--- src/pfm_pkg.sv ---
`default_nettype none
// ----------------------------------------------------------------------------
// pfm_pkg - shared types and constants of the power factor meter
// window sizing, shared arithmetic unit interface, sequencer states and steps
// ----------------------------------------------------------------------------
package pfm_pkg;

    localparam int ADC_BITS    = 12;
    localparam int MAX_SAMPLES = 4096;
    localparam int CNT_W       = $clog2(MAX_SAMPLES + 1);
    localparam int SUM_W       = ADC_BITS + $clog2(MAX_SAMPLES);
    localparam int SQ_W        = 2 * ADC_BITS + $clog2(MAX_SAMPLES);
    localparam int AW          = 64;
    localparam int STEP_W      = 5;

    typedef enum logic [1:0] {
        OP_MUL,
        OP_DIV,
        OP_SQRT,
        OP_SUB
    } arith_op_t;

    typedef struct packed {
        logic            go;
        arith_op_t       op;
        logic [AW-1:0]   a;
        logic [AW-1:0]   b;
    } arith_req_t;

    typedef struct packed {
        logic            done;
        logic            neg;
        logic [AW-1:0]   res;
    } arith_rsp_t;

    typedef enum logic [2:0] {
        ST_IDLE,
        ST_LAST,
        ST_ISSUE,
        ST_WAIT,
        ST_DONE
    } ctrl_state_t;

    typedef enum logic [STEP_W-1:0] {
        SP_U_NSQ,
        SP_U_SS,
        SP_U_VAR,
        SP_U_SQRT,
        SP_U_RMS,
        SP_I_NSQ,
        SP_I_SS,
        SP_I_VAR,
        SP_I_SQRT,
        SP_I_RMS,
        SP_X_NP,
        SP_X_SS,
        SP_X_COV,
        SP_APP,
        SP_NN,
        SP_PWR,
        SP_PQ8,
        SP_PF,
        SP_U_MEAN,
        SP_I_MEAN
    } step_t;

endpackage
`default_nettype wire

--- src/pfm_accum.sv ---
`default_nettype none
// ----------------------------------------------------------------------------
// pfm_accum - window accumulators
// registers each sample pair, then adds sums, squares and cross product
// ----------------------------------------------------------------------------
module pfm_accum (
    input  logic                          clk,
    input  logic                          rst_n,
    input  logic                          take,
    input  logic [pfm_pkg::ADC_BITS-1:0]  u_in,
    input  logic [pfm_pkg::ADC_BITS-1:0]  i_in,
    input  logic                          clear,
    output logic [pfm_pkg::CNT_W-1:0]     n,
    output logic [pfm_pkg::SUM_W-1:0]     su,
    output logic [pfm_pkg::SUM_W-1:0]     si,
    output logic [pfm_pkg::SQ_W-1:0]      suu,
    output logic [pfm_pkg::SQ_W-1:0]      sii,
    output logic [pfm_pkg::SQ_W-1:0]      sui,
    output logic                          ovf
);
    import pfm_pkg::*;

    logic                  stage_vld_reg, stage_vld_next;
    logic [ADC_BITS-1:0]   u_reg, u_next, i_reg, i_next;
    logic [CNT_W-1:0]      cnt_reg, cnt_next;
    logic [SUM_W-1:0]      su_reg, su_next, si_reg, si_next;
    logic [SQ_W-1:0]       suu_reg, suu_next, sii_reg, sii_next, sui_reg, sui_next;
    logic                  ovf_reg, ovf_next;
    logic [2*ADC_BITS-1:0] uu, ii, ui;

    assign uu = u_reg * u_reg;
    assign ii = i_reg * i_reg;
    assign ui = u_reg * i_reg;

    always_comb
    begin
        stage_vld_next = take;
        u_next         = take ? u_in : u_reg;
        i_next         = take ? i_in : i_reg;
        cnt_next       = cnt_reg;
        su_next        = su_reg;
        si_next        = si_reg;
        suu_next       = suu_reg;
        sii_next       = sii_reg;
        sui_next       = sui_reg;
        ovf_next       = ovf_reg;
        if (clear)
        begin
            cnt_next = '0;
            su_next  = '0;
            si_next  = '0;
            suu_next = '0;
            sii_next = '0;
            sui_next = '0;
            ovf_next = 1'b0;
        end
        else if (stage_vld_reg)
        begin
            if (cnt_reg < CNT_W'(MAX_SAMPLES))
            begin
                cnt_next = cnt_reg + 1'b1;
                su_next  = su_reg + SUM_W'(u_reg);
                si_next  = si_reg + SUM_W'(i_reg);
                suu_next = suu_reg + SQ_W'(uu);
                sii_next = sii_reg + SQ_W'(ii);
                sui_next = sui_reg + SQ_W'(ui);
            end
            else
            begin
                // window full: pair dropped
                ovf_next = 1'b1;
            end
        end
    end

    always_ff @(posedge clk or negedge rst_n)
    begin
        if (!rst_n)
        begin
            stage_vld_reg <= 1'b0;
            cnt_reg       <= '0;
            su_reg        <= '0;
            si_reg        <= '0;
            suu_reg       <= '0;
            sii_reg       <= '0;
            sui_reg       <= '0;
            ovf_reg       <= 1'b0;
        end
        else
        begin
            stage_vld_reg <= stage_vld_next;
            cnt_reg       <= cnt_next;
            su_reg        <= su_next;
            si_reg        <= si_next;
            suu_reg       <= suu_next;
            sii_reg       <= sii_next;
            sui_reg       <= sui_next;
            ovf_reg       <= ovf_next;
        end
    end

    always_ff @(posedge clk)
    begin
        u_reg <= u_next;
        i_reg <= i_next;
    end

    assign n   = cnt_reg;
    assign su  = su_reg;
    assign si  = si_reg;
    assign suu = suu_reg;
    assign sii = sii_reg;
    assign sui = sui_reg;
    assign ovf = ovf_reg;

endmodule
`default_nettype wire

--- src/pfm_arith.sv ---
`default_nettype none
// ----------------------------------------------------------------------------
// pfm_arith - shared iterative arithmetic unit
// shift-add multiply, restoring divide, digit sqrt, one bit a cycle; subtract
// ----------------------------------------------------------------------------
module pfm_arith (
    input  logic                clk,
    input  logic                rst_n,
    input  pfm_pkg::arith_req_t req,
    output pfm_pkg::arith_rsp_t rsp
);
    import pfm_pkg::*;

    localparam int ITER_W = $clog2(AW + 1);

    logic              busy_reg, busy_next;
    logic              done_reg, done_next;
    logic              neg_reg, neg_next;
    arith_op_t         op_reg, op_next;
    logic [ITER_W-1:0] cnt_reg, cnt_next;
    logic [AW-1:0]     acc_reg, acc_next, x_reg, x_next, y_reg, y_next;
    logic [AW:0]       rem_sh, sq_sh, sq_trial;

    always_comb
    begin
        busy_next = busy_reg;
        done_next = 1'b0;
        neg_next  = neg_reg;
        op_next   = op_reg;
        cnt_next  = cnt_reg;
        acc_next  = acc_reg;
        x_next    = x_reg;
        y_next    = y_reg;
        rem_sh    = {acc_reg, x_reg[AW-1]};
        sq_sh     = {acc_reg[AW-2:0], x_reg[AW-1:AW-2]};
        sq_trial  = {y_reg[AW-2:0], 2'b01};
        if (busy_reg)
        begin
            cnt_next = cnt_reg - 1'b1;
            unique case (op_reg)
                OP_MUL:
                begin
                    if (y_reg[0])
                    begin
                        acc_next = acc_reg + x_reg;
                    end
                    x_next = x_reg << 1;
                    y_next = y_reg >> 1;
                end
                OP_DIV:
                begin
                    if (rem_sh >= {1'b0, y_reg})
                    begin
                        acc_next = AW'(rem_sh - {1'b0, y_reg});
                        x_next   = {x_reg[AW-2:0], 1'b1};
                    end
                    else
                    begin
                        acc_next = rem_sh[AW-1:0];
                        x_next   = {x_reg[AW-2:0], 1'b0};
                    end
                end
                OP_SQRT:
                begin
                    if (sq_sh >= sq_trial)
                    begin
                        acc_next = AW'(sq_sh - sq_trial);
                        y_next   = {y_reg[AW-2:0], 1'b1};
                    end
                    else
                    begin
                        acc_next = sq_sh[AW-1:0];
                        y_next   = {y_reg[AW-2:0], 1'b0};
                    end
                    x_next = x_reg << 2;
                end
                default:
                begin
                    busy_next = 1'b0;
                end
            endcase
            if (cnt_reg == ITER_W'(1))
            begin
                busy_next = 1'b0;
                done_next = 1'b1;
            end
        end
        else if (req.go)
        begin
            op_next  = req.op;
            acc_next = '0;
            x_next   = req.a;
            y_next   = req.b;
            unique case (req.op)
                OP_MUL, OP_DIV:
                begin
                    cnt_next  = ITER_W'(AW);
                    busy_next = 1'b1;
                end
                OP_SQRT:
                begin
                    y_next    = '0;
                    cnt_next  = ITER_W'(AW / 2);
                    busy_next = 1'b1;
                end
                OP_SUB:
                begin
                    // magnitude of a - b, sign kept apart
                    if (req.a >= req.b)
                    begin
                        acc_next = req.a - req.b;
                        neg_next = 1'b0;
                    end
                    else
                    begin
                        acc_next = req.b - req.a;
                        neg_next = 1'b1;
                    end
                    done_next = 1'b1;
                end
            endcase
        end
    end

    always_ff @(posedge clk or negedge rst_n)
    begin
        if (!rst_n)
        begin
            busy_reg <= 1'b0;
            done_reg <= 1'b0;
            op_reg   <= OP_MUL;
            cnt_reg  <= '0;
        end
        else
        begin
            busy_reg <= busy_next;
            done_reg <= done_next;
            op_reg   <= op_next;
            cnt_reg  <= cnt_next;
        end
    end

    always_ff @(posedge clk)
    begin
        neg_reg <= neg_next;
        acc_reg <= acc_next;
        x_reg   <= x_next;
        y_reg   <= y_next;
    end

    always_comb
    begin
        rsp.done = done_reg;
        rsp.neg  = neg_reg;
        unique case (op_reg)
            OP_MUL:  rsp.res = acc_reg;
            OP_DIV:  rsp.res = x_reg;
            OP_SQRT: rsp.res = y_reg;
            OP_SUB:  rsp.res = acc_reg;
        endcase
    end

endmodule
`default_nettype wire

--- src/pfm_ctrl.sv ---
`default_nettype none
// ----------------------------------------------------------------------------
// pfm_ctrl - end-of-window sequencer
// steps the shared unit through the result program and holds the results
// ----------------------------------------------------------------------------
module pfm_ctrl (
    input  logic                         clk,
    input  logic                         rst_n,
    input  logic                         last_go,
    input  logic [pfm_pkg::CNT_W-1:0]    n,
    input  logic [pfm_pkg::SUM_W-1:0]    su,
    input  logic [pfm_pkg::SUM_W-1:0]    si,
    input  logic [pfm_pkg::SQ_W-1:0]     suu,
    input  logic [pfm_pkg::SQ_W-1:0]     sii,
    input  logic [pfm_pkg::SQ_W-1:0]     sui,
    input  pfm_pkg::arith_rsp_t          rsp,
    output pfm_pkg::arith_req_t          req,
    output logic                         busy,
    output logic                         clear,
    output logic                         done,
    output logic [15:0]                  u_mean,
    output logic [15:0]                  i_mean,
    output logic [14:0]                  u_rms,
    output logic [14:0]                  i_rms,
    output logic signed [23:0]           real_power,
    output logic [22:0]                  apparent_power,
    output logic signed [15:0]           power_factor,
    output logic                         undefined_flag
);
    import pfm_pkg::*;

    localparam int RMS_W = 15;
    localparam int D_W   = 2 * RMS_W;
    localparam int MAG_W = 2 * SUM_W;
    localparam int NN_W  = 2 * CNT_W;
    localparam int P_W   = 23;
    localparam logic [AW-1:0] PF_POS_MAX = AW'(32767);
    localparam logic [AW-1:0] PF_NEG_MAX = AW'(32768);

    ctrl_state_t      state_reg, state_next;
    step_t            step_reg, step_next;
    logic [AW-1:0]    r0_reg, r0_next, r1_reg, r1_next;
    logic [RMS_W-1:0] urms_reg, urms_next, irms_reg, irms_next;
    logic [MAG_W-1:0] mag_reg, mag_next;
    logic             neg_reg, neg_next;
    logic [D_W-1:0]   d_reg, d_next;
    logic [NN_W-1:0]  nn_reg, nn_next;
    logic [P_W-1:0]   p_reg, p_next;
    logic [15:0]      pf_reg, pf_next, umean_reg, umean_next, imean_reg, imean_next;
    logic             undef;

    assign undef = (d_reg[D_W-1:8] == '0);

    // next state
    always_comb
    begin
        state_next = state_reg;
        unique case (state_reg)
            ST_IDLE:  if (last_go) state_next = ST_LAST;
            ST_LAST:  state_next = ST_ISSUE;
            ST_ISSUE: state_next = ST_WAIT;
            ST_WAIT:
            begin
                if (rsp.done)
                begin
                    state_next = (step_reg == SP_I_MEAN) ? ST_DONE : ST_ISSUE;
                end
            end
            ST_DONE:  state_next = ST_IDLE;
            default:  state_next = ST_IDLE;
        endcase
    end

    // outputs of the state machine
    always_comb
    begin
        busy   = (state_reg != ST_IDLE);
        clear  = (state_reg == ST_DONE);
        done   = (state_reg == ST_DONE);
        req.go = (state_reg == ST_ISSUE);
    end

    // operand selection per program step
    always_comb
    begin
        req.op = OP_MUL;
        req.a  = '0;
        req.b  = '0;
        unique case (step_reg)
            SP_U_NSQ:  begin req.op = OP_MUL;  req.a = AW'(n);  req.b = AW'(suu); end
            SP_U_SS:   begin req.op = OP_MUL;  req.a = AW'(su); req.b = AW'(su);  end
            SP_U_VAR:  begin req.op = OP_SUB;  req.a = r0_reg;  req.b = r1_reg;   end
            SP_U_SQRT: begin req.op = OP_SQRT; req.a = {r0_reg[AW-9:0], 8'd0};    end
            SP_U_RMS:  begin req.op = OP_DIV;  req.a = r0_reg;  req.b = AW'(n);   end
            SP_I_NSQ:  begin req.op = OP_MUL;  req.a = AW'(n);  req.b = AW'(sii); end
            SP_I_SS:   begin req.op = OP_MUL;  req.a = AW'(si); req.b = AW'(si);  end
            SP_I_VAR:  begin req.op = OP_SUB;  req.a = r0_reg;  req.b = r1_reg;   end
            SP_I_SQRT: begin req.op = OP_SQRT; req.a = {r0_reg[AW-9:0], 8'd0};    end
            SP_I_RMS:  begin req.op = OP_DIV;  req.a = r0_reg;  req.b = AW'(n);   end
            SP_X_NP:   begin req.op = OP_MUL;  req.a = AW'(n);  req.b = AW'(sui); end
            SP_X_SS:   begin req.op = OP_MUL;  req.a = AW'(su); req.b = AW'(si);  end
            SP_X_COV:  begin req.op = OP_SUB;  req.a = r0_reg;  req.b = r1_reg;   end
            SP_APP:
            begin
                req.op = OP_MUL;
                req.a  = AW'(urms_reg);
                req.b  = AW'(irms_reg);
            end
            SP_NN:     begin req.op = OP_MUL;  req.a = AW'(n);  req.b = AW'(n);   end
            SP_PWR:
            begin
                req.op = OP_DIV;
                req.a  = AW'(mag_reg);
                req.b  = AW'(nn_reg);
            end
            SP_PQ8:
            begin
                req.op = OP_DIV;
                req.a  = {AW'(mag_reg) << 8};
                req.b  = AW'(nn_reg);
            end
            SP_PF:
            begin
                req.op = OP_DIV;
                req.a  = r0_reg << 15;
                req.b  = AW'(d_reg);
            end
            SP_U_MEAN:
            begin
                req.op = OP_DIV;
                req.a  = AW'(su) << 4;
                req.b  = AW'(n);
            end
            SP_I_MEAN:
            begin
                req.op = OP_DIV;
                req.a  = AW'(si) << 4;
                req.b  = AW'(n);
            end
            default:   begin req.op = OP_MUL; end
        endcase
    end

    // write back of unit results
    always_comb
    begin
        step_next  = step_reg;
        r0_next    = r0_reg;
        r1_next    = r1_reg;
        urms_next  = urms_reg;
        irms_next  = irms_reg;
        mag_next   = mag_reg;
        neg_next   = neg_reg;
        d_next     = d_reg;
        nn_next    = nn_reg;
        p_next     = p_reg;
        pf_next    = pf_reg;
        umean_next = umean_reg;
        imean_next = imean_reg;
        if (state_reg == ST_DONE)
        begin
            step_next = SP_U_NSQ;
        end
        else if (state_reg == ST_WAIT && rsp.done)
        begin
            step_next = step_t'(step_reg + 1'b1);
            unique case (step_reg)
                SP_U_NSQ, SP_U_SQRT, SP_I_NSQ, SP_I_SQRT, SP_X_NP, SP_PQ8:
                    r0_next = rsp.res;
                SP_U_SS, SP_I_SS, SP_X_SS:
                    r1_next = rsp.res;
                SP_U_VAR, SP_I_VAR:
                    r0_next = rsp.neg ? '0 : rsp.res;
                SP_U_RMS:  urms_next = rsp.res[RMS_W-1:0];
                SP_I_RMS:  irms_next = rsp.res[RMS_W-1:0];
                SP_X_COV:
                begin
                    mag_next = rsp.res[MAG_W-1:0];
                    neg_next = rsp.neg;
                end
                SP_APP:    d_next  = rsp.res[D_W-1:0];
                SP_NN:     nn_next = rsp.res[NN_W-1:0];
                SP_PWR:    p_next  = rsp.res[P_W-1:0];
                SP_PF:
                begin
                    // saturate to signed Q1.15, zero when apparent power is zero
                    if (undef)
                    begin
                        pf_next = '0;
                    end
                    else if (neg_reg)
                    begin
                        pf_next = (rsp.res > PF_NEG_MAX) ? 16'h8000 : 16'(AW'(0) - rsp.res);
                    end
                    else
                    begin
                        pf_next = (rsp.res > PF_POS_MAX) ? 16'h7FFF : rsp.res[15:0];
                    end
                end
                SP_U_MEAN: umean_next = rsp.res[15:0];
                SP_I_MEAN: imean_next = rsp.res[15:0];
                default:   step_next = SP_U_NSQ;
            endcase
        end
    end

    always_ff @(posedge clk or negedge rst_n)
    begin
        if (!rst_n)
        begin
            state_reg <= ST_IDLE;
            step_reg  <= SP_U_NSQ;
        end
        else
        begin
            state_reg <= state_next;
            step_reg  <= step_next;
        end
    end

    always_ff @(posedge clk)
    begin
        r0_reg    <= r0_next;
        r1_reg    <= r1_next;
        urms_reg  <= urms_next;
        irms_reg  <= irms_next;
        mag_reg   <= mag_next;
        neg_reg   <= neg_next;
        d_reg     <= d_next;
        nn_reg    <= nn_next;
        p_reg     <= p_next;
        pf_reg    <= pf_next;
        umean_reg <= umean_next;
        imean_reg <= imean_next;
    end

    assign u_mean         = umean_reg;
    assign i_mean         = imean_reg;
    assign u_rms          = urms_reg;
    assign i_rms          = irms_reg;
    assign real_power     = $signed(neg_reg ? 24'(24'd0 - 24'(p_reg)) : 24'(p_reg));
    assign apparent_power = {1'b0, d_reg[D_W-1:8]};
    assign power_factor   = $signed(pf_reg);
    assign undefined_flag = undef;

endmodule
`default_nettype wire

--- src/ac_power_factor_meter_top.sv ---
`default_nettype none
// ----------------------------------------------------------------------------
// ac_power_factor_meter_top - true rms, real/apparent power and power factor
// accumulates sample pairs, then works out the window results iteratively
// ----------------------------------------------------------------------------
//  channel   handshake            words
//  sample    start / busy         u_sample, i_sample, last_sample
//  result    done (1-cycle strobe) u_mean .. window_count
//
//  a non-last sample word is taken every cycle while busy is low
//  a last word raises busy while one shared bit-serial unit runs the 20
//  steps of the result program (multiplies, divides, square roots and
//  subtracts), with a state each to enter and leave
//  the result ports are valid only in the done cycle, the sums clear after it
//  the receiver cannot stall: results are lost if not taken on done
//  reset is asynchronous, active low, and clears all sums and control
// ----------------------------------------------------------------------------
module ac_power_factor_meter_top (
    input  logic                clk,
    input  logic                rst_n,
    input  logic                start,
    output logic                busy,
    input  logic [11:0]         u_sample,
    input  logic [11:0]         i_sample,
    input  logic                last_sample,
    output logic                done,
    output logic [15:0]         u_mean,
    output logic [15:0]         i_mean,
    output logic [14:0]         u_rms,
    output logic [14:0]         i_rms,
    output logic signed [23:0]  real_power,
    output logic [22:0]         apparent_power,
    output logic signed [15:0]  power_factor,
    output logic                undefined_flag,
    output logic                overflow_flag,
    output logic [12:0]         window_count
);
    import pfm_pkg::*;

    logic             take;
    logic             last_go;
    logic             clear;
    logic [CNT_W-1:0] n;
    logic [SUM_W-1:0] su, si;
    logic [SQ_W-1:0]  suu, sii, sui;
    arith_req_t       req;
    arith_rsp_t       rsp;

    // word accepted when start meets an idle block
    assign take    = start & ~busy;
    assign last_go = take & last_sample;

    // running sums of the window
    pfm_accum u_accum (
        .clk   (clk),
        .rst_n (rst_n),
        .take  (take),
        .u_in  (u_sample[ADC_BITS-1:0]),
        .i_in  (i_sample[ADC_BITS-1:0]),
        .clear (clear),
        .n     (n),
        .su    (su),
        .si    (si),
        .suu   (suu),
        .sii   (sii),
        .sui   (sui),
        .ovf   (overflow_flag)
    );

    // shared multiply / divide / square root unit
    pfm_arith u_arith (
        .clk   (clk),
        .rst_n (rst_n),
        .req   (req),
        .rsp   (rsp)
    );

    // result sequencer, owns busy and the result registers
    pfm_ctrl u_ctrl (
        .clk            (clk),
        .rst_n          (rst_n),
        .last_go        (last_go),
        .n              (n),
        .su             (su),
        .si             (si),
        .suu            (suu),
        .sii            (sii),
        .sui            (sui),
        .rsp            (rsp),
        .req            (req),
        .busy           (busy),
        .clear          (clear),
        .done           (done),
        .u_mean         (u_mean),
        .i_mean         (i_mean),
        .u_rms          (u_rms),
        .i_rms          (i_rms),
        .real_power     (real_power),
        .apparent_power (apparent_power),
        .power_factor   (power_factor),
        .undefined_flag (undefined_flag)
    );

    // sums still hold the window while the result strobe is up
    assign window_count = 13'(n);

    // a result only comes out of a busy window and frees the block after it
    a_done_frees: assert property (@(posedge clk) disable iff (!rst_n)
        done |=> !busy)
        else $error("block still busy after result strobe");

    // a result never covers an empty window
    a_window_nonempty: assert property (@(posedge clk) disable iff (!rst_n)
        done |-> (window_count != 13'd0))
        else $error("result with empty window");

    // overflow only when the window is full
    a_ovf_full: assert property (@(posedge clk) disable iff (!rst_n)
        (done && overflow_flag) |-> (window_count == 13'(MAX_SAMPLES)))
        else $error("overflow flagged on a window that is not full");

    // zero apparent power forces a zero factor
    a_undef_pf: assert property (@(posedge clk) disable iff (!rst_n)
        (done && undefined_flag) |-> (power_factor == 16'sd0))
        else $error("power factor not zero with zero apparent power");

endmodule
`default_nettype wire

--- config.mk ---
export PLATFORM = sky130hd
export DESIGN_NAME = ac_power_factor_meter_top
export DESIGN_NICKNAME = d
export VERILOG_FILES = /design/src/pfm_pkg.sv /design/src/pfm_accum.sv /design/src/pfm_arith.sv /design/src/pfm_ctrl.sv /design/src/ac_power_factor_meter_top.sv
export SDC_FILE = /design/constraint.sdc
export NUM_CORES = 2
export LEC_CHECK = 0
export BUFFER_PORTS_ARGS = -buffer_cell sky130_fd_sc_hd__buf_2
export CAP_MARGIN = 20
export CORE_ASPECT_RATIO = 0.75
export CORE_MARGIN = 2
export CORE_UTILIZATION = 45
export DETAILED_ROUTE_END_ITERATION = 16
export SLEW_MARGIN = 15
export SYNTH_ARGS = -nofsm -noshare
export SYNTH_HDL_FRONTEND = slang
export SYNTH_HIERARCHICAL = 1
export SYNTH_SLANG_ARGS = --single-unit
--- constraint.sdc ---
create_clock -name clk -period 9.1 [get_ports clk]
set_input_delay 1.82 -clock clk [delete_from_list [all_inputs] [get_ports clk]]
set_output_delay 1.82 -clock clk [all_outputs]
set_load 0.01 [all_outputs]
==> flow_summary_export.csv <==
group,metric,value,unit
setup_path,crit_type,"reg2reg",
die,start_util,45.4,%
synth,syn_area_per_cell,8.79,sq um
route,post_drt_via_cell_ratio,6.66,
route,drt-pass1-iter-count,12,
min_path,hold_path.startpoint,"u_accum/ovf$_DFFE_PN0P_",
synth,synth_flop_cell,"edfxtp_1",
synth,synthArstFlopShare,25.6,%
setup_path,critPathTopFamily,"compound AO/OA/AOI/OAI gates",
timing,rsz0062_at_grt,"false",
pwr,ir_drop,156,uV
outcome,status,"completed",
cts,cts_buffers,84,
placement,gp_congestion,1.12,
setup_path,worst-r2r-setup-slack,1460,ps
synth,synth_warnings,6,
grt,antenna_found_initial,45,
grt,grt_max_degree,133,
setup_path,timing.rr.end,"u_arith/acc_reg[61]$_DFFE_PP_",
die,pin_count,170,
min_path,hold_class,"reg2reg",
die,die_area,0.165,sq mm
placement,port_buffers,168,
synth,postSynthCellCount,8264,
route,drc,0,
timing,fmax,0.131,GHz
placement,place_area,0.0756,sq mm
route,drtAntennaViolNets,0,
cts,clock_latency,790,ps
setup_path,path_cells,"mux2i_1 > o21a_1 > nor2_4 > buf_12 > a222oi_1 > nand3_1 > inv_1 > ha_1 > a21oi_1 > o21ai_1 > a21oi_1 > o31ai_1 > a211oi_2 > o21ai_4 > inv_4 > o311a_1 > a31oi_1 > a22oi_1 > xnor2_1 > a221oi_1 > o21ai_0",
timing,relSlewSlack,14.1,%
pwr,power,12.6,mW
route,wirelength,343000,um
timing,setup_tns,0,ps
pwr,p_leak,34.2,nW
run,max-cap-violations,0,
synth,seq_area_frac_synth,29.3,%
layout,design_area,0.0787,sq mm
timing,clock_skew,106,ps
layout,synthToLayoutAreaGrowth,8.36,%
route,wl_per_cell,33.0,um
pwr,power_density,161,mW/mm^2
timing,post-route-period-util,84.0,%
layout,layout.cells.non_filler,10400,
die,rows,127,
min_path,whs_path_depth,2,
cts,clock-root-buffer,"clkbuf_16",
placement,dpl.cell_count,10200,
synth,yosysUniqueCellTypes,121,
setup_path,crit_required,9610,ps
cts,cts_resized,0,
layout,mostFrequentLayoutCell,"inv_1",
timing,whs,503,ps
placement,dpl.hpwl,272000,um
grt,grt-ovfl-total,0,
setup_path,cp-start-kind,"register",
timing,setup_viol,0,
setup_path,worst-path-max-fanout,64,
setup_path,cp.depth,21,
timing,period_needed,7640,ps
timing,tightest_slew,1280,ps
setup_path,slowest_stage,"dfrtp_1",
cts,clk_pin_slew,70,ps
synth,synth_edf_count,551,
timing,finalHoldViolCount,0,
die,die_h,352,um
die,die_x,468,um
synth,ys_seq_elements,741,
cts,cts_setup_buffers,0,
cts,cts_num_sinks,741,
setup_path,cpMostUsedCell,"a21oi_1",
grt,grt_pass1_vias,62900,
grt,grt_pass1_wl,479000,um
layout,final_cell_mix,"898 x inv_1, 856 x nand2_1, 640 x a21oi_1",
synth,synth_nets,9178,
die,core_area,0.160,sq mm
setup_path,cp.arrival,8160,ps
route,drt_iter0_markers,12200,
timing,drv_slew,0,
setup_path,cp_num_buf_inv,3,
cts,clockBufferDepth,3,
route,vias,69400,
cts,hold_buffers,0,
setup_path,cp-end-kind,"register",
layout,layout-drive-gt1-share,7.49,%
grt,gr-usage-all-layers,40.7,%
setup_path,r2r-start,"u_ctrl/step_reg[2]$_DFFE_PN0P_",
cts,cts_tree,"done",
min_path,hold-path-endpoint,"u_accum/ovf$_DFFE_PN0P_",
layout,nNetsFinal,9112,
setup_path,r2r_cells,21,
setup_path,cpPeakStageDelay,870,ps
cts,h-tree-depth,3,
synth,netlist_area,0.0726,sq mm
## worst max-delay path by stage
stage          slack (ps)                            end                           start
2_1_floorplan        3030   u_arith/acc_reg[0]$_DFFE_PP_   u_arith/op_reg[0]$_DFFE_PN0P_
3_3_place_gp         1530  u_arith/acc_reg[61]$_DFFE_PP_  u_ctrl/step_reg[3]$_DFFE_PN0P_
3_5_place_dp         1320  u_arith/acc_reg[61]$_DFFE_PP_  u_ctrl/step_reg[3]$_DFFE_PN0P_
4_1_cts              1320  u_arith/acc_reg[61]$_DFFE_PP_  u_ctrl/step_reg[3]$_DFFE_PN0P_
5_1_grt              1140  u_arith/acc_reg[41]$_DFFE_PP_  u_ctrl/step_reg[2]$_DFFE_PN0P_
6_report             1460  u_arith/acc_reg[61]$_DFFE_PP_  u_ctrl/step_reg[2]$_DFFE_PN0P_
## cell usage after synthesis, drive strengths merged, types with 28 or more instances
cell type / instances / area share, %
nor2: 392 / 2.0
nand2b: 30 / 0.26
nand4: 152 / 1.3
a21oi: 645 / 4.4
nor3: 93 / 0.64
a31oi: 65 / 0.59
or3: 30 / 0.26
o21a: 49 / 0.51
edfxtp: 551 / 23
ha: 557 / 9.6
buf: 138 / 1.1
dfrtp: 190 / 6.5
nand2: 860 / 4.5
o31ai: 28 / 0.32
o21bai: 101 / 1.0
nor2b: 55 / 0.48
a22o: 54 / 0.65
mux2i: 142 / 2.0
a22oi: 148 / 1.5
clkbuf: 353 / 1.8
a221o: 32 / 0.44
o211ai: 62 / 0.64
a211oi: 53 / 0.57
xor2: 181 / 2.2
inv: 901 / 4.7
a221oi: 112 / 1.4
a21o: 219 / 2.3
fa: 329 / 9.1
nor4: 47 / 0.41
o21ai: 538 / 3.7
and3: 59 / 0.51
and2: 260 / 2.2
nand3: 143 / 0.99
xnor2: 230 / 2.8
a222oi: 101 / 1.4
o22ai: 62 / 0.54
## stage by stage
| stage | worst slack (ps) | utilization [%] |
|---|---|---|
| CTS | 1320 | 49.0 |
| global placement | 1530 | 47.2 |
| floorplan | 3030 | - |
| global route | 1140 | 49.1 |
| finish | 1460 | 49.2 |
| detailed placement | 1320 | 47.2 |
## cell type report
cell class	instances	area [sq um]
Antenna cell	21	52.6
Clock buffer	106	2260
Clock inverter	49	614
Fill cell	15200	81300
Inverter	901	3390
Multi-Input combinational cell	6131	46100
Sequential cell	741	21300
Tap cell	2128	2660
Timing Repair Buffer	339	2320
## report_power, final
group / switching [mW] / leakage, nW / internal [mW]
clock: 1.66 / 1.37 / 2.02
sequential: 0.265 / 7.95 / 3.70
combinational: 3.19 / 24.8 / 1.79
## routing by layer
layer | track usage [%] | wire length (um)
met1 | 61.6 | 153000
met2 | 48.3 | 119000
met3 | 22.1 | 62400
met4 | 9.23 | 8560
met5 | 0 | 170
## cells by family (layout without fill, tap and decap cells)
group	after synthesis	after routing	synth area share, %
compound gates	2447	2447	22.4
simple gates	2222	2222	14.7
buf+inv	1392	1395	7.63
fa+ha+maj	886	886	18.7
flops	741	741	29.3
xor+xnor	411	411	4.96
mux	164	164	2.30
other cells	1	22	0.00517
## worst min-delay path: stages, from the launching register on
cell	delay (ps)
dfrtp_1	350
a21oi_1	40
nor2_1	70
(Power assumes the default switching activity.)
